## src/rtnh_pkg.sv

```systemverilog
// Shared widths, codes and types of the nearest ray-triangle hit block.
`default_nettype none
package rtnh_pkg;

  localparam int unsigned MAX_TRIANGLES_DEF = 65536;
  localparam int unsigned FRAC_BITS_DEF     = 16;

  localparam int unsigned COORD_W     = 32;
  localparam int unsigned DIFF_W      = COORD_W + 1;
  localparam int unsigned IDX_W       = 16;
  localparam int unsigned DIST_W      = 31;
  localparam int unsigned WEIGHT_W    = 17;
  localparam int unsigned CFG_IDX_W   = 3;
  localparam int unsigned QUEUE_DEPTH = 2;
  localparam int unsigned ACC_W       = 104;

  localparam logic [DIST_W-1:0] INFINITY = '1;

  typedef enum logic [CFG_IDX_W-1:0] {
    CFG_ORIGIN_X = 3'd0,
    CFG_ORIGIN_Y = 3'd1,
    CFG_ORIGIN_Z = 3'd2,
    CFG_DIR_X    = 3'd3,
    CFG_DIR_Y    = 3'd4,
    CFG_DIR_Z    = 3'd5
  } cfg_reg_t;

  typedef enum logic [2:0] {
    GRP_H   = 3'd0,
    GRP_Q   = 3'd1,
    GRP_DET = 3'd2,
    GRP_NU  = 3'd3,
    GRP_NV  = 3'd4,
    GRP_NT  = 3'd5
  } mul_grp_t;

  typedef enum logic [1:0] {
    SEL_T  = 2'd0,
    SEL_W0 = 2'd1,
    SEL_W1 = 2'd2,
    SEL_W2 = 2'd3
  } div_sel_t;

  typedef enum logic [2:0] {
    ST_IDLE,
    ST_MUL,
    ST_DRAIN,
    ST_NORM,
    ST_CLASS,
    ST_DIV_GO,
    ST_DIV_WAIT,
    ST_FINISH
  } back_state_t;

  typedef struct packed {
    logic [2:0][COORD_W-1:0] origin;
    logic [2:0][COORD_W-1:0] dir;
  } ray_cfg_t;

  typedef struct packed {
    logic [2:0][DIFF_W-1:0] e1;
    logic [2:0][DIFF_W-1:0] e2;
    logic [2:0][DIFF_W-1:0] s;
    logic [IDX_W-1:0]       index;
    logic                   active;
    logic                   last;
  } tri_entry_t;

endpackage
`default_nettype wire

```

## src/rtnh_fifo.sv

```systemverilog
// Short queue of prepared triangles between the front and the back end.
`default_nettype none
module rtnh_fifo import rtnh_pkg::*; (
  input  logic       clk,
  input  logic       rst,
  input  logic       push,
  input  tri_entry_t wr_entry,
  output logic       full,
  input  logic       pop,
  output tri_entry_t rd_entry,
  output logic       empty
);

  localparam int unsigned PTR_W = $clog2(QUEUE_DEPTH);

  tri_entry_t       mem [QUEUE_DEPTH];
  logic [PTR_W-1:0] wr_ptr;
  logic [PTR_W-1:0] rd_ptr;
  logic [PTR_W:0]   count;

  assign full     = count == (PTR_W + 1)'(QUEUE_DEPTH);
  assign empty    = count == '0;
  assign rd_entry = mem[rd_ptr];

  always_ff @(posedge clk) begin
    if (push) begin
      mem[wr_ptr] <= wr_entry;
    end
  end

  always_ff @(posedge clk) begin
    if (rst) begin
      wr_ptr <= '0;
      rd_ptr <= '0;
      count  <= '0;
    end else begin
      if (push) begin
        wr_ptr <= wr_ptr + 1'b1;
      end
      if (pop) begin
        rd_ptr <= rd_ptr + 1'b1;
      end
      if (push && !pop) begin
        count <= count + 1'b1;
      end else if (pop && !push) begin
        count <= count - 1'b1;
      end
    end
  end

endmodule
`default_nettype wire

```

## config.mk

```make
export PLATFORM = sky130hd
export DESIGN_NAME = rtnh_fifo
export DESIGN_NICKNAME = d
export VERILOG_FILES = /design/src/rtnh_pkg.sv /design/src/rtnh_fifo.sv
export SDC_FILE = /design/constraint.sdc
export NUM_CORES = 1
export LEC_CHECK = 0
export ABC_AREA = 1
export BUFFER_PORTS_ARGS = -buffer_cell sky130_fd_sc_hd__buf_2
export CORE_MARGIN = 2
export CORE_UTILIZATION = 30
export CTS_CLUSTER_SIZE = 24
export DETAILED_ROUTE_END_ITERATION = 10
export HOLD_SLACK_MARGIN = 0.1
export PLACE_DENSITY = 0.5
export SLEW_MARGIN = 25
export SYNTH_ARGS = -nofsm -noshare
export SYNTH_HDL_FRONTEND = slang
export SYNTH_SLANG_ARGS = --single-unit
```

## constraint.sdc

```tcl
create_clock -name clk -period 33.4 [get_ports clk]
set_clock_uncertainty 0.1 [all_clocks]
set_input_delay 3.34 -clock clk [delete_from_list [all_inputs] [get_ports clk]]
set_output_delay 3.34 -clock clk [all_outputs]
set_load 0.01 [all_outputs]
```

==> summary.md <==
| Metric | Value |
|---|---|
| Result of the run | complete, no violations |
| Cell depth of the worst flop-to-flop path | 4 |
| Total grt overflow | 0 |
| Launching element type of the critical path | flip-flop |
| Width of the die | ~280 um |
| Synthesized cell area | 23,000 um2 |
| Number of clock buffers inserted by TritonCTS | 72 |
| DIE AREA | about 79,000 um2 |
| Sequential cell area fraction in the yosys report | 0.825 |
| Source of the worst hold timing path | rd_ptr |
| Maximum buffer depth of the clock tree | 3 |
| Mean routed wirelength per cell | 19.1 um |
| Worst slew pin tran | 1.12 ns |
| Via count of the first global-routing pass | 12,400 |
| Setup Viol. Count Final | 0 |
| First-pass detailed-route iteration total | 4 |
| Switching power | 415 uW |
| Initial core utilization | 0.303 |
| Unrepaired setup endpoints after global routing | no |
| Setup tns final | 0 ns |
| Clock tree from TritonCTS | built |
| Net Count, Synth | approximately 1,300 |
| Share of total power consumed by net switching | 0.221 |
| Number of buffers added to fix hold violations after cts | 0 |
| Number of antenna violations at the first check in global routing | 16 |
| Most used cells in the layout excluding fill and tap cells | sky130_fd_sc_hd__buf_2 (635), sky130_fd_sc_hd__edfxtp_1 (630), sky130_fd_sc_hd__mux2_2 (315) |
| GPL Wtd Cong | 0.782 |
| Area of the placeable core | between 70,000 and 80,000 um2 |
| Number of nets in the layout | 2,016 |
| Flop pwr share | 0.500 |
| Post-CTS Setup Bufs | 0 |
| Number of standard cells after synthesis | 1,013 |
| Fmax achieved | 0.136 GHz |
| Class of the tightest hold or removal check | reg -> reg |
| Worst-skew pair later-pin latency | 0.60 ns |
| Number of H-tree branching levels | 3 |
| Worst hold endpoint | rd_ptr |
| Commonest non-fill, non-tap cell in the layout | sky130_fd_sc_hd__buf_2 |
| Number of hold violations in the final report | 0 |
| Max-slew violation total from the final report | 0 |
| Ratio of final minimum period to clock period | 0.220 |
| CTS Root Buffer Type | sky130_fd_sc_hd__clkbuf_16 |
| Share of post-route cells with drive strength above 1 | 0.606 |
| Count of port buffers added during placement | between 600 and 700 |
| Via-to-Cell Ratio | 4.26 |
| Rel. slew slack | 0.255 |
| Clock power share | 0.405 |
| Power per cell area | 63.4 nW/um2 |
| Detailed Route Iter0 Violations | 644 |
| Internal | between 1000 and 1500 uW |
| Max cap viols | 0 |
| Total via count in the routed design | 11,800 |
| Residual DRC count | 0 |
| Hold Crit Depth | 2 |
| Wire length after detailed routing | 53,200 um |
| Maximum number of pins on one net before global-route repair | 154 |
| Crit Reg-Reg Endpoint | mem[1][185] |
| Kind of critical path | reg -> out |
| HPWL after detailed placement | 36,000 um |
| Utilization of the core after routing | 0.389 |
| Total routing resource utilization after global routing | 0.128 |
| Clock-pin slew on the worst setup and hold paths | 0.06 ns |
| Synth warn | 0 |
| Global-route wire length before repair | 76,000 um |
| Fillcell total | 7,017 |
| Num Clock Sinks | 635 |
| CP Max Fanout | 81 |
| Number of synthesized register bits | 635 |
| Required time of the critical path | about 30 ns |
| Io pins | between 600 and 700 |
| Reg-to-Reg Start | wr_ptr |
| Floorplan die height | 281 um |
| Static Leak | 0.0109 uW |
| Worst setup EP type | output port |
| Fraction of power consumed by combinational cells | 0.095 |
| Arr. time, crit path | roughly 3.9 ns |
| Register-to-register path setup slack | 29.90 ns |
| Worst IR drop on VDD | about 0.046 mV |
| Layout area overhead | 28.3% |
| Row Count | 101 |
| Tmin final | 7.33 ns |
| Post-detailed-route count of antenna-violating nets | 0 |
| Post-synthesis area per instance | 22.8 um2 |
| Synth unique cells | 15 |
| Post_cts resized | 0 |
-- metal layers --
metal,share of wire,up-vias,track usage
li1,-,5423,-
met1,0.37,5842,0.139
met2,0.50,442,0.219
met3,0.10,105,0.0556
met4,0.025,20,0.0505
met5,0.0022,-,0
-- metrics by stage --
| step | cell area, um2 | worst slack [ns] | hold WS (ns) | std cells | total power, uW |
|---|---|---|---|---|---|
| 4_1_cts | 29600 | 25.93 | 0.427 | 2774 | 1910 |
| 3_5_place_dp | 27300 | 26.62 | 0.404 | 2652 | 1130 |
| 5_1_grt | 29600 | 25.84 | 0.472 | 2778 | 1950 |
| 2_1_floorplan | 23000 | 15.76 | 0.380 | 1013 | 1070 |
| 6_report | 29600 | 26.07 | 0.431 | 2780 | 1870 |
| 3_3_place_gp | 27300 | 26.74 | 0.397 | 2652 | 1130 |
-- layout make-up --
class | count | area [um2] | share of cell area
diodes | 6 | 15.0 | 0.000508
clock buffers | 89 | 1910 | 0.0645
clock inverters | 33 | 377 | 0.0127
inverters | 9 | 41.3 | 0.00140
multi-input cells | 334 | 3650 | 0.123
flip-flops and latches | 635 | 19000 | 0.643
well taps | 1030 | 1290 | 0.0436
repair buffers | 644 | 3270 | 0.111
-- power groups by stage --
stage               logic [uW]  registers (uW)  clock network (uW)
floorplan                  104             964                   0
global placement           179             953                   0
detailed placement         181             953                   0
CTS                        182             937                 789
global route               192             940                 817
finish                     178             936                 760
-- critical path, stage by stage, from the launching register on --
cell and delay, ns:
sky130_fd_sc_hd__dfxtp_4 0.84, sky130_fd_sc_hd__buf_4 0.84, sky130_fd_sc_hd__buf_4 0.89, sky130_fd_sc_hd__mux2_2 0.43, sky130_fd_sc_hd__buf_2 0.14
-- synthesized netlist by cell type, drive strengths merged --
cell type / n / area [um2]
mux2: 315 / 3550
o21ai: 1 / 5.00
xnor2: 1 / 8.76
dfxtp: 5 / 100
inv: 9 / 33.8
edfxtp: 630 / 18900
ha: 1 / 12.5
nand2: 5 / 18.8
nand3: 1 / 5.00
nor3: 1 / 5.00
nor2: 7 / 26.3
nand4: 1 / 6.26
a21oi: 1 / 5.00
buf: 35 / 357
-- sequential cells by signal, indices dropped and copies added (netlist names), named ones only --
register / cells
mem: 630
count: 2
rd_ptr: 1
wr_ptr: 1
-- cells by family (layout without fill, tap and decap cells) --
family / count (synthesis) / in the layout / synth area share
fa+ha+maj: 1 / 1 / 0.000543
flops: 635 / 635 / 0.825
xor+xnor: 1 / 1 / 0.000380
buf+inv: 44 / 775 / 0.0169
other cells: 0 / 6 / 0
mux: 315 / 315 / 0.154
simple gates: 15 / 15 / 0.00266
compound gates: 2 / 2 / 0.000434
-- worst max-delay path by stage --
stage               depth (start not counted)  slack, ns  startpoint            end
floorplan                                   2      15.76        push      mem[0][0]
CTS                                         4      25.93   flip-flop  rd_entry[300]
finish                                      4      26.07   flip-flop  rd_entry[272]
global placement                            4      26.74   flip-flop  rd_entry[290]
global route                                4      25.84   flip-flop  rd_entry[269]
detailed placement                          4      26.62   flip-flop  rd_entry[300]
(Power assumes the default switching activity.)
