`config.mk`:
```
export PLATFORM = sky130hd
export DESIGN_NAME = rtnh_front
export DESIGN_NICKNAME = d
export VERILOG_FILES = /design/src/rtnh_pkg.sv /design/src/rtnh_front.sv
export SDC_FILE = /design/constraint.sdc
export NUM_CORES = 1
export LEC_CHECK = 0
export ABC_AREA = 0
export BUFFER_PORTS_ARGS = -buffer_cell sky130_fd_sc_hd__buf_2
export CORE_AREA = 2 2 309 311
export DETAILED_ROUTE_END_ITERATION = 8
export DIE_AREA = 0 0 311 313
export HOLD_SLACK_MARGIN = 0.15
export PLACE_DENSITY = 0.41
export RECOVER_POWER = 50
export SLEW_MARGIN = 10
export SYNTH_ARGS = -nofsm -noshare
export SYNTH_HDL_FRONTEND = slang
export SYNTH_SLANG_ARGS = --single-unit
```
`constraint.sdc`:
```
create_clock -name clk -period 2.3 [get_ports clk]
set_input_delay 0 -clock clk [delete_from_list [all_inputs] [get_ports clk]]
set_output_delay 0 -clock clk [all_outputs]
set_load 0.01 [all_outputs]
```
`src/rtnh_pkg.sv`:
```
// Shared widths, codes and types of the nearest ray-triangle hit block.
`default_nettype none
package rtnh_pkg;

  localparam int unsigned MAX_TRIANGLES_DEF = 65536;
  localparam int unsigned FRAC_BITS_DEF     = 16;

  localparam int unsigned COORD_W     = 32;
  localparam int unsigned DIFF_W      = COORD_W + 1;
  localparam int unsigned IDX_W       = 16;
  localparam int unsigned DIST_W      = 31;
  localparam int unsigned WEIGHT_W    = 17;
  localparam int unsigned CFG_IDX_W   = 3;
  localparam int unsigned QUEUE_DEPTH = 2;
  localparam int unsigned ACC_W       = 104;

  localparam logic [DIST_W-1:0] INFINITY = '1;

  typedef enum logic [CFG_IDX_W-1:0] {
    CFG_ORIGIN_X = 3'd0,
    CFG_ORIGIN_Y = 3'd1,
    CFG_ORIGIN_Z = 3'd2,
    CFG_DIR_X    = 3'd3,
    CFG_DIR_Y    = 3'd4,
    CFG_DIR_Z    = 3'd5
  } cfg_reg_t;

  typedef enum logic [2:0] {
    GRP_H   = 3'd0,
    GRP_Q   = 3'd1,
    GRP_DET = 3'd2,
    GRP_NU  = 3'd3,
    GRP_NV  = 3'd4,
    GRP_NT  = 3'd5
  } mul_grp_t;

  typedef enum logic [1:0] {
    SEL_T  = 2'd0,
    SEL_W0 = 2'd1,
    SEL_W1 = 2'd2,
    SEL_W2 = 2'd3
  } div_sel_t;

  typedef enum logic [2:0] {
    ST_IDLE,
    ST_MUL,
    ST_DRAIN,
    ST_NORM,
    ST_CLASS,
    ST_DIV_GO,
    ST_DIV_WAIT,
    ST_FINISH
  } back_state_t;

  typedef struct packed {
    logic [2:0][COORD_W-1:0] origin;
    logic [2:0][COORD_W-1:0] dir;
  } ray_cfg_t;

  typedef struct packed {
    logic [2:0][DIFF_W-1:0] e1;
    logic [2:0][DIFF_W-1:0] e2;
    logic [2:0][DIFF_W-1:0] s;
    logic [IDX_W-1:0]       index;
    logic                   active;
    logic                   last;
  } tri_entry_t;

endpackage
`default_nettype wire

```
`src/rtnh_front.sv`:
```
// Front end: takes triangle beats, forms edge and origin vectors, numbers them.
`default_nettype none
module rtnh_front import rtnh_pkg::*; #(
  parameter int unsigned MAX_TRIANGLES = MAX_TRIANGLES_DEF
) (
  input  logic                      clk,
  input  logic                      rst,
  input  ray_cfg_t                  cfg,
  input  logic                      in_valid,
  output logic                      in_ready,
  input  logic signed [COORD_W-1:0] a_x,
  input  logic signed [COORD_W-1:0] a_y,
  input  logic signed [COORD_W-1:0] a_z,
  input  logic signed [COORD_W-1:0] b_x,
  input  logic signed [COORD_W-1:0] b_y,
  input  logic signed [COORD_W-1:0] b_z,
  input  logic signed [COORD_W-1:0] c_x,
  input  logic signed [COORD_W-1:0] c_y,
  input  logic signed [COORD_W-1:0] c_z,
  input  logic                      last_tri,
  input  logic                      full,
  output logic                      push,
  output tri_entry_t                entry
);

  localparam int unsigned IDX_SPAN = 1 << IDX_W;
  localparam int unsigned LIMIT = (MAX_TRIANGLES < IDX_SPAN) ? MAX_TRIANGLES : IDX_SPAN;
  localparam int unsigned CNT_W = $clog2(LIMIT + 1);

  logic [CNT_W-1:0] tri_count;
  logic             active;

  function automatic logic [DIFF_W-1:0] diff(input logic [COORD_W-1:0] x,
                                             input logic [COORD_W-1:0] y);
    return {x[COORD_W-1], x} - {y[COORD_W-1], y};
  endfunction

  assign active   = tri_count < CNT_W'(LIMIT);
  assign in_ready = !full;
  assign push     = in_valid && !full;

  always_comb begin
    entry.e1[0] = diff(b_x, a_x);
    entry.e1[1] = diff(b_y, a_y);
    entry.e1[2] = diff(b_z, a_z);
    entry.e2[0] = diff(c_x, a_x);
    entry.e2[1] = diff(c_y, a_y);
    entry.e2[2] = diff(c_z, a_z);
    entry.s[0]  = diff(cfg.origin[0], a_x);
    entry.s[1]  = diff(cfg.origin[1], a_y);
    entry.s[2]  = diff(cfg.origin[2], a_z);
    entry.index  = IDX_W'(tri_count);
    entry.active = active;
    entry.last   = last_tri;
  end

  always_ff @(posedge clk) begin
    if (rst) begin
      tri_count <= '0;
    end else if (push) begin
      if (last_tri) begin
        tri_count <= '0;
      end else if (active) begin
        tri_count <= tri_count + 1'b1;
      end
    end
  end

endmodule
`default_nettype wire

```
==> summary.txt, run 1 <==
Logic synthesis
  • Post-synth EDFFs: 0
  • Warnings, synthesis: 0
  • Mapped Area: 15200 um2
  • Post-synthesis sequential area ratio: 0.0224
  • Synth Area in XOR/XNOR: 0.138
  • Post-synthesis compound-gate area fraction: 0.325
  • Post-Synth Simple-Gate Area: 0.200
  • Syn_area_per_cell: 7.04 um2
  • Post-synthesis mux area share: 0.00272
  • Mapped Cells: 2156
  • Largest family of logic cells by synthesized area: compound AO/OA/AOI/OAI gates
  • Post-Synth Adder-Cell Area: 0.250
  • Number of synthesized register bits: 17
  • Fraction of registers with async set/reset: 0
  • Synth unique cells: 75
  • Top FF cell, synth: dfxtp_1
  • Mapped Nets: 2939

GRT
  • GRT overflow: 0
  • Vias in the first global route: 20700
  • Initial antenna violation count: 18
  • First-pass GRT wire length: 118 mm
  • Largest net degree at the start of global routing: 17
  • GRT Total Usage: 0.150

Hold path
  • Worst Hold Class: input port to register

Setup path
  • Setup CP Type: input port to primary output
  • CP bufs+invs: 5
  • WP depth: 15
  • FF-to-FF path depth: 6
  • Reg-to-reg setup timing slack: 0.66 ns
  • Crit. Startpoint: a_x[2]
  • Crit-path leading delay family: compound AO/OA/AOI/OAI gates
  • RR Startpoint: tri_count[0]
  • Critical-path maximum fanout: 3
  • Worst setup SP type: input port
  • Crit-path max cell delay: 0.39 ns
  • Worst setup path endpoint: entry[141]
  • Crit-path slowest cell: a221o_1
  • Cells along the critical path: buf_6, inv_4, buf_12, ha_4, nor2b_4, o21a_1, o21a_1, o211ai_1, a31oi_2, buf_4, o21ai_2, nand2b_1, a221o_1, o311ai_2, buf_4
  • R2R Path End: tri_count[8]
  • CP required: 2.30 ns
  • Critical Path End Type: primary output
  • Critical Path AT: 2.71 ns

Floorplanning
  • Core area: 94200 um2
  • I/O pin count: 802
  • Std-Cell Rows: 113
  • Die height: 313 um
  • Effective utilization at floorplan: 0.161
  • Chip width: 311 um
  • Full die area: 97300 um2

Power
  • VDD IR max: 0.234 mV
  • P_int: 5.22 mW
  • Comb pwr share: 0.937
  • Sw Ratio: 0.493
  • Share of power burned in registers: 0.029
  • Pleak: 14.2 nW
  • Clk network pwr share: 0.034
  • Pwr dens: 354 nW/um2
  • Net switching power figure: 5.08 mW

Cells and area
  • Syn-to-layout area delta: 91.8%
  • Layout cells sized above 1: 0.511
  • Fillers: 10300
  • Final non-filler cell total: 4724
  • FF+latch area: 340 um2
  • Biggest regs: tri_count (17)
  • Largest Register: tri_count
  • NumNets Final: 4229
  • Area of the multi-input gates: 17400 um2
  • Largest register FFs: 17

STA
  • Final WS setup: -0.410 ns
  • Hold Fails Final Rpt: 0
  • Clock Skew: 0.000599 ns
  • Slew Limit Fails: 0
  • F_max: 369 MHz
  • Setup repair after global routing missed its margin: yes
  • Tmin final: 2.71 ns
  • Fin crit share: 1.18
  • Setup violators final: 117
  • Slew HR: 0.597
  • Slew @ Worst Pin: 0.598 ns

Route
  • Total Wirelength: 78.8 mm
  • Drt pass-1 iters: 7
  • Routed vias/inst: 4.37
  • Via count: 20700
  • # DRC: 0
  • Routed Antenna Nets: 0
  • Post-detailed-route wirelength per cell: 16.7 um
  • Initial drt markers: 864

Placed design
  • Placer Congestion: 0.899
  • HPWL Detailed: 67.7 mm
  • Setup WS pre-CTS: -0.696 ns
  • I/O Buffers: 705
  • Dpl cells: 4599

Clocking
  • Root buffer cell: clkbuf_16
  • H-tree depth: 1
  • CTS max path bufs: 2
  • Worst-Skew Late Latency: 0.25 ns
  • CTS sink count: 17
  • TritonCTS clock tree: yes
  • Clk slew on worst S/H paths: 0.05 ns
  • CTS Buf Count: 3

Outcome
  • Status: finished with violations
  • Failing checks: setup timing

Flow run
  • MaxCap Viol Count: 0
==> worst min path at each step <==
stage                         from           end  slack, ns  depth (start not counted)
after floorplan               full      in_ready       0.05                          1
after global placement         rst  tri_count[1]       0.21                          2
after detailed placement       rst  tri_count[1]       0.20                          2
after CTS                 last_tri  tri_count[1]       0.15                          4
after global routing      last_tri  tri_count[1]       0.20                          4
final                     last_tri  tri_count[1]       0.16                          4
==> final cells by class <==
class	instances	share of cell area
Sequential cell	17	0.0117
Clock buffer	3	0.00258
Inverter	188	0.0280
Timing Repair Buffer	1328	0.306
Tap cell	1265	0.0544
Antenna cell	14	0.00120
Multi-Input combinational cell	1908	0.596
Clock inverter	1	0.000172
==> placed cells by master, fill, tap and decap left out, types with 110 or more instances in the layout <==
cell type  instances
buf_4            552
xnor2_1          124
buf_2            555
nand2_1          110
ha_1             197
inv_1            140
buf_6            132
a21o_1           148
nor2_1           166
a21oi_1          141
==> logic make-up (layout without fill, tap and decap cells) <==
group,after synthesis,count (layout)
AO/OA/AOI/OAI,747,747
XOR/XNOR,239,239
adder cells (fa/ha/maj),298,298
buffers and inverters,231,1520
flip-flops,17,17
multiplexers,4,4
other,0,14
AND/OR/NAND/NOR,620,620
==> worst min-delay path, cell delays in order <==
cell	delay, ns
buf_2	0.12
inv_1	0.07
a32oi_1	0.10
nor2_1	0.08
==> through the flow <==
| step | TNS (ns) | cell area, um2 | power (mW) | hold WS [ns] | utilization |
|---|---|---|---|---|---|
| 3_3_place_gp | -57.33 | 24100 | 8.31 | 0.207 | 0.255 |
| 3_5_place_dp | -58.04 | 24100 | 8.26 | 0.205 | 0.255 |
| 5_1_grt | -36.51 | 29100 | 11.1 | 0.205 | 0.309 |
| 6_report | -20.80 | 29100 | 10.3 | 0.160 | 0.309 |
| 2_1_floorplan | 0 | 15300 | 4.46 | 0.0510 | - |
| 4_1_cts | -19.64 | 27500 | 9.72 | 0.151 | 0.292 |
==> synth_stat cells (all sizes together), types with 29 or more instances <==
cell type	instances	area (um2)
ha	289	3620
a21oi	206	1030
inv	188	706
nor2	182	683
xnor2	149	1310
a21o	148	1110
o21ai	134	671
nand2	125	469
xor2	90	788
nand3	53	265
o21a	52	390
nor2b	48	300
nor3	44	220
and3	37	231
nand2b	36	225
a31oi	33	243
nand4	29	181
==> metal layers <==
metal | track usage | share of wire | up-vias | wire length [um]
li1 | - | - | 10400 | -
met1 | 0.178 | 0.41 | 9642 | 32500
met2 | 0.282 | 0.52 | 504 | 40700
met3 | 0.0230 | 0.047 | 83 | 3720
met4 | 0.0299 | 0.023 | 8 | 1850
met5 | 0 | 0.00063 | - | 50
==> power by group through the flow <==
stage	combinational [mW]	clock, mW	sequential [mW]
2_1_floorplan	4.16	0	0.304
3_3_place_gp	8.00	0	0.305
3_5_place_dp	7.96	0	0.305
4_1_cts	9.06	0.356	0.298
5_1_grt	10.4	0.366	0.298
6_report	9.65	0.351	0.298
==> timing repair <==
item / CTS / global route
buffers inserted: 64 / 77
gates resized for setup: 598 / 299
setup endpoints to repair: 167 / 157
hold buffers: 1 / 0
cloned: 0 / 0
pin swaps: 321 / 275
endpoints found under the hold margin: 1 / 0
Power figures use the tool's default switching activity.
==> run 2: changes to the inputs <==
--- a/config.mk
+++ b/config.mk
@@ -13,6 +13,7 @@
 export HOLD_SLACK_MARGIN = 0.15
 export PLACE_DENSITY = 0.41
 export RECOVER_POWER = 50
+export SETUP_SLACK_MARGIN = 0.15
 export SLEW_MARGIN = 10
 export SYNTH_ARGS = -nofsm -noshare
 export SYNTH_HDL_FRONTEND = slang
==> constraint.sdc (replaced) <==
create_clock -name clk -period 2.28 [get_ports clk]
set_input_delay 0 -clock clk [delete_from_list [all_inputs] [get_ports clk]]
set_output_delay 0 -clock clk [all_outputs]
set_load 0.01 [all_outputs]
==> run 2 against run 1 <==
Net effect: the flow still finishes with violations (setup timing); worst hold slack improved by 0.061 ns; sequential cell count unchanged; sequential power hardly changed; critical path depth is the same; clock power hardly changed; clock-buffer cell count is 1 higher; global-route usage up 3.7 points; non-clock buffer count rose by 200; critical path type unchanged; critical endpoint is now entry[214]; largest cell class unchanged; highest routed layer unchanged.
==> summary.txt, run 2 (synthesis gave the netlist of run 1 again) <==
Outcome
  • Status: finished with violations
  • Failing checks: setup timing

STA
  • Setup violators final: 150 (+28%)
  • Fin crit share: 1.22
  • Slew HR: 0.462 (-0.136)
  • Tmin final: 2.79 ns
  • Final WS setup: -0.507 ns (-0.0968 ns)
  • Setup repair after global routing missed its margin: yes
  • Clock Skew: 0.00218 ns (+0.00158 ns)
  • Hold Fails Final Rpt: 0 (unchanged)
  • Slew @ Worst Pin: 0.787 ns (+0.189 ns)
  • Slew Limit Fails: 0 (unchanged)
  • Worst hold slack: 0.221 ns (+0.0613 ns)
  • F_max: 359 MHz

Cells and area
  • Most frequent cells in the layout: 678 x buf_4, 542 x buf_2, 216 x buf_6
  • Leading cell type in the layout, fill and taps excluded: buf_4
  • Layout cells sized above 1: 0.554 (+0.0430)
  • Largest Register: tri_count
  • Final non-filler cell total: 4913 (+4.0%)
  • Syn-to-layout area delta: 107%
  • NumNets Final: 4429 (+4.7%)
  • Util after Layout: 0.334 (+0.0250)
  • Fillers: 10200 (-1.4%)
  • Biggest regs: tri_count (17)
  • Largest register FFs: 17 (unchanged)

Setup path
  • CP required: 2.28 ns (-0.02 ns)
  • Critical Path AT: 2.79 ns (+0.08 ns)
  • RR Startpoint: tri_count[16]
  • FF-to-FF path depth: 7 (+1)
  • Critical Path End Type: primary output
  • R2R Path End: tri_count[9]
  • Critical-path maximum fanout: 3 (unchanged)
  • Setup CP Type: input port to primary output
  • Reg-to-reg setup timing slack: 0.48 ns (-0.18 ns)
  • Worst setup SP type: input port

Clocking
  • Root buffer cell: clkbuf_16
  • CTS max path bufs: 2 (unchanged)
  • Worst-Skew Late Latency: 0.25 ns (about the same)
  • CTS sink count: 17 (unchanged)
  • H-tree depth: 1 (unchanged)
  • Clk slew on worst S/H paths: 0.05 ns (about the same)
  • CTS Buf Count: 3 (unchanged)
  • TritonCTS clock tree: yes

Route
  • Routed Antenna Nets: 0 (unchanged)
  • Post-detailed-route wirelength per cell: 19.7 um (+18%)
  • # DRC: 0 (unchanged)
  • Drt pass-1 iters: 5 (-2)
  • Via count: 21800 (+5.4%)
  • Initial drt markers: 907 (+5.0%)
  • Total Wirelength: 96.6 mm (+23%)
  • Routed vias/inst: 4.43 (+1.3%)

Power
  • VDD IR max: 0.207 mV (-12%)
  • Overall Power: 11.7 mW (+14%)
  • Pleak: 15.5 nW (+9.4%)
  • Pwr dens: 372 nW/um2 (+5.0%)

GRT
  • First-pass GRT wire length: 140 mm (+18%)
  • GRT overflow: 0 (unchanged)
  • Vias in the first global route: 22500 (+8.7%)
  • Initial antenna violation count: 18 (unchanged)
  • GR Layer Usage met2: 0.340 (+0.0576)
  • GR Util met3: 0.0335 (+0.0105)
  • Global Route met1 Usage: 0.223 (+0.0455)
  • Largest net degree at the start of global routing: 17 (unchanged)
  • GR peak layer: met2
  • GRT Total Usage: 0.187 (+0.0371)

Floorplanning
  • I/O pin count: 802 (unchanged)
  • Chip width: 311 um (unchanged)
  • Effective utilization at floorplan: 0.161 (unchanged)
  • Full die area: 97300 um2 (unchanged)
  • Std-Cell Rows: 113 (unchanged)
  • Core area: 94200 um2 (unchanged)
  • Die height: 313 um (unchanged)

Placed design
  • Dpl cells: 4715 (+2.5%)
  • HPWL Detailed: 85.0 mm (+26%)
  • Placer Congestion: 0.941 (+4.6%)
  • I/O Buffers: 705 (unchanged)

Flow run
  • MaxCap Viol Count: 0 (unchanged)

Hold path
  • Hold_sp: in_valid
  • Worst Hold Class: input port to register
  • Hold depth: 5 (+1)
  • Hold endpoint: tri_count[0]
==> run 2: cell type report <==
cell class,count,area [um2],area share
Multi-Input combinational cell,1908,17700,0.562
Inverter,188,856,0.0272
Clock buffer,4,78.8,0.00250
Timing Repair Buffer,1528,10900,0.347
Tap cell,1265,1580,0.0503
Antenna cell,3,7.51,0.000239
Sequential cell,17,340,0.0108
==> run 2: stage by stage <==
stage | area, um2 | TNS, ns | setup slack [ns]
after floorplan | 15600 | -0.00166 | -0.00166
after detailed placement | 25300 | -65.88 | -0.830
final | 31500 | -37.25 | -0.507
after global placement | 25300 | -67.93 | -0.873
after CTS | 29800 | -32.02 | -0.591
after global routing | 31500 | -54.88 | -0.635
==> run 2: worst max path at each step <==
stage	from	end	cells past startpoint
after floorplan	b_x[0]	entry[240]	13
after global placement	c_z[0]	entry[213]	16
after detailed placement	c_z[0]	entry[213]	16
after CTS	c_z[0]	entry[211]	17
after global routing	a_z[15]	entry[210]	17
final	a_z[15]	entry[214]	15
==> run 2: layer usage <==
layer | share of wire | wire (um) | vias to the layer above
met4 | 0.035 | 3330 | 24
met2 | 0.49 | 47200 | 671
met5 | 0.0016 | 151 | -
li1 | - | - | 10800
met1 | 0.42 | 40700 | 10200
met3 | 0.054 | 5190 | 109
==> run 2: worst max-delay path, cell delays in order <==
cell and delay (ns):
buf_6 0.08, clkinvlp_4 0.11, buf_12 0.16, ha_4 0.15, a21o_1 0.18, a21o_1 0.18
a21o_1 0.16, a221o_1 0.30, a21o_1 0.17, a221o_1 0.33, a31oi_4 0.22, buf_6 0.14
o21ai_4 0.07, o311ai_4 0.33, buf_6 0.20
==> run 2: where the power goes <==
part / internal [mW] / total, mW / switching, mW
combinational: 5.42 / 11.0 / 5.62
sequential: 0.299 / 0.301 / 0.00211
clock: 0.237 / 0.352 / 0.115
==> run 2: timing repair <==
action,CTS,global route
setup buffers,109,80
setup endpoints to repair,194,195
resized for setup,761,253
hold buffers,2,0
endpoints found under the hold margin,1,0
pin swaps,356,267
==> run 3: changes to the inputs <==
--- a/config.mk
+++ b/config.mk
@@ -18,3 +18,4 @@
 export SYNTH_ARGS = -nofsm -noshare
 export SYNTH_HDL_FRONTEND = slang
 export SYNTH_SLANG_ARGS = --single-unit
+export TNS_END_PERCENT = 50
==> run 3 against run 2 <==
Net effect: the run still ends with setup timing left; cell count decreased by 2.8%; clock skew increased by 0.00085 ns; core utilization decreased by 2.1 points; power decreased by 9.0%; via count decreased by 3.6%; sequential cell count unchanged; critical path depth unchanged; global-route usage decreased by 1.8 points.
==> summary.txt, run 3 (synthesis gave the netlist of run 1 again) <==
Setup path
  • Critical Path AT: 2.62 ns (-0.17 ns)
  • CP required: 2.28 ns (about the same)
  • Setup CP Type: input port to primary output
  • Critical Path End Type: primary output
  • Critical-path maximum fanout: 6 (+3)
  • Worst setup SP type: input port

Cells and area
  • Biggest regs: tri_count (17)
  • NumNets Final: 4275 (-3.5%)
  • Leading cell type in the layout, fill and taps excluded: buf_4
  • Syn-to-layout area delta: 94.4%
  • Most frequent cells in the layout: 603 x buf_4, 555 x buf_2, 195 x ha_1
  • Layout cells sized above 1: 0.523 (-0.0306)
  • Largest register FFs: 17 (unchanged)
  • Largest Register: tri_count

Route
  • Total Wirelength: 88.0 mm (-8.9%)
  • Routed vias/inst: 4.40 (-0.80%)
  • Post-detailed-route wirelength per cell: 18.4 um (-6.2%)
  • Via count: 21000 (-3.6%)
  • Initial drt markers: 752 (-17%)
  • Routed Antenna Nets: 0 (unchanged)
  • # DRC: 0 (unchanged)
  • Drt pass-1 iters: 6 (+1)

Clocking
  • CTS max path bufs: 2 (unchanged)
  • Worst-Skew Late Latency: 0.25 ns (about the same)
  • TritonCTS clock tree: yes
  • Root buffer cell: clkbuf_16
  • CTS Buf Count: 3 (unchanged)
  • Clk slew on worst S/H paths: 0.05 ns (about the same)
  • H-tree depth: 1 (unchanged)
  • CTS sink count: 17 (unchanged)

STA
  • Slew HR: 0.569 (+0.108)
  • Hold Fails Final Rpt: 0 (unchanged)
  • Slew Limit Fails: 0 (unchanged)
  • Setup repair after global routing missed its margin: yes
  • Clock Skew: 0.00303 ns (+0.000850 ns)
  • Slew @ Worst Pin: 0.639 ns (-0.148 ns)
  • Tmin final: 2.62 ns (-0.171 ns)
  • Setup tns final: -19.53 ns (+17.72 ns)
  • Final WS setup: -0.336 ns (+0.171 ns)
  • Setup violators final: 118 (-21%)
  • F_max: 382 MHz (+6.5%)
  • Fin crit share: 1.15 (-0.0751)

Floorplanning
  • I/O pin count: 802 (unchanged)
  • Std-Cell Rows: 113 (unchanged)
  • Effective utilization at floorplan: 0.161 (unchanged)
  • Die height: 313 um (unchanged)
  • Chip width: 311 um (unchanged)
  • Core area: 94200 um2 (unchanged)
  • Full die area: 97300 um2 (unchanged)

GRT
  • Initial antenna violation count: 52 (+34)
  • Largest net degree at the start of global routing: 17 (unchanged)
  • First-pass GRT wire length: 126 mm (-9.6%)
  • GRT Total Usage: 0.169 (-0.0181)
  • Vias in the first global route: 21100 (-6.1%)
  • GRT overflow: 0 (unchanged)

Hold path
  • Worst Hold Class: input port to register

Power
  • Pleak: 14.4 nW (-7.5%)
  • Overall Power: 10.6 mW (-9.0%)
  • VDD IR max: 0.204 mV (-1.7%)
  • Pwr dens: 361 nW/um2 (-3.0%)

Flow run
  • MaxCap Viol Count: 0 (unchanged)

Placed design
  • HPWL Detailed: 77.6 mm (-8.7%)
  • Placer Congestion: 0.935 (-0.64%)
  • I/O Buffers: 705 (unchanged)

Outcome
  • Status: finished with violations
  • Failing checks: setup timing
==> run 3: routing by layer <==
metal	wire length, um	share of wire	track usage	up-vias
li1	-	-	-	10500
met1	33500	0.38	0.181	9735
met2	44500	0.51	0.312	528
met3	7060	0.080	0.0578	144
met4	2600	0.030	0.0460	60
met5	405	0.0046	0	-
==> run 3: worst max-delay path: stages <==
cell and delay (ns):
buf_12 0.11, inv_12 0.04, ha_4 0.13, fa_2 0.21, nor2b_2 0.05, o21ai_2 0.16
a21boi_2 0.10, o31ai_4 0.22, a21oi_2 0.11, a21o_1 0.24, a311o_1 0.34, a31oi_4 0.28
nor4bb_1 0.09, or3_1 0.39, buf_2 0.16
==> run 3: final timing paths <==
| path | from | to | depth (start not counted) | slack, ns |
|---|---|---|---|---|
| setup / recovery | b_x[0] | entry[240] | 15 | -0.34 |
| hold / removal | in_valid | tri_count[0] | 5 | 0.23 |
| setup reg to reg | tri_count[16] | tri_count[1] | 6 | 0.56 |
| hold reg to reg | tri_count[16] | tri_count[16] | 2 | 0.51 |
==> run 3: area by class of cell <==
class / count / area (um2)
fillers: 10400 / 64700
multi-input cells: 1908 / 17200
repair buffers: 1374 / 9330
well taps: 1265 / 1580
inverters: 188 / 886
flip-flops and latches: 17 / 340
clock buffers: 3 / 75.1
diodes: 18 / 45.0
clock inverters: 1 / 5.00
==> run 3: power breakdown <==
part / leakage (nW) / total, mW / internal, mW / switching [mW]
Sequential: 0.137 / 0.301 / 0.299 / 0.00225
Combinational: 14.2 / 9.98 / 4.83 / 5.15
Clock: 0.0410 / 0.352 / 0.235 / 0.118
Total: 14.4 / 10.6 / 5.37 / 5.27
==> run 3: what timing repair did <==
item                                   CTS  global route
setup buffers                           94            36
setup endpoints to repair              187           181
gates cloned                             0             0
hold buffers                             2             0
endpoints found under the hold margin    1             0
pin swaps                              322           258
gates resized for setup                570           307
==> run 3: per-stage QoR <==
step                hold slack [ns]  cells  area, um2  utilization  worst slack, ns
floorplan                    0.0510   2156      15500            -         -0.00166
global placement              0.195   4620      24400        0.259           -0.745
detailed placement            0.192   4620      24400        0.259           -0.761
CTS                           0.221   4720      27900        0.297           -0.475
global route                  0.244   4766      29500        0.313           -0.470
finish                        0.226   4774      29500        0.313           -0.336
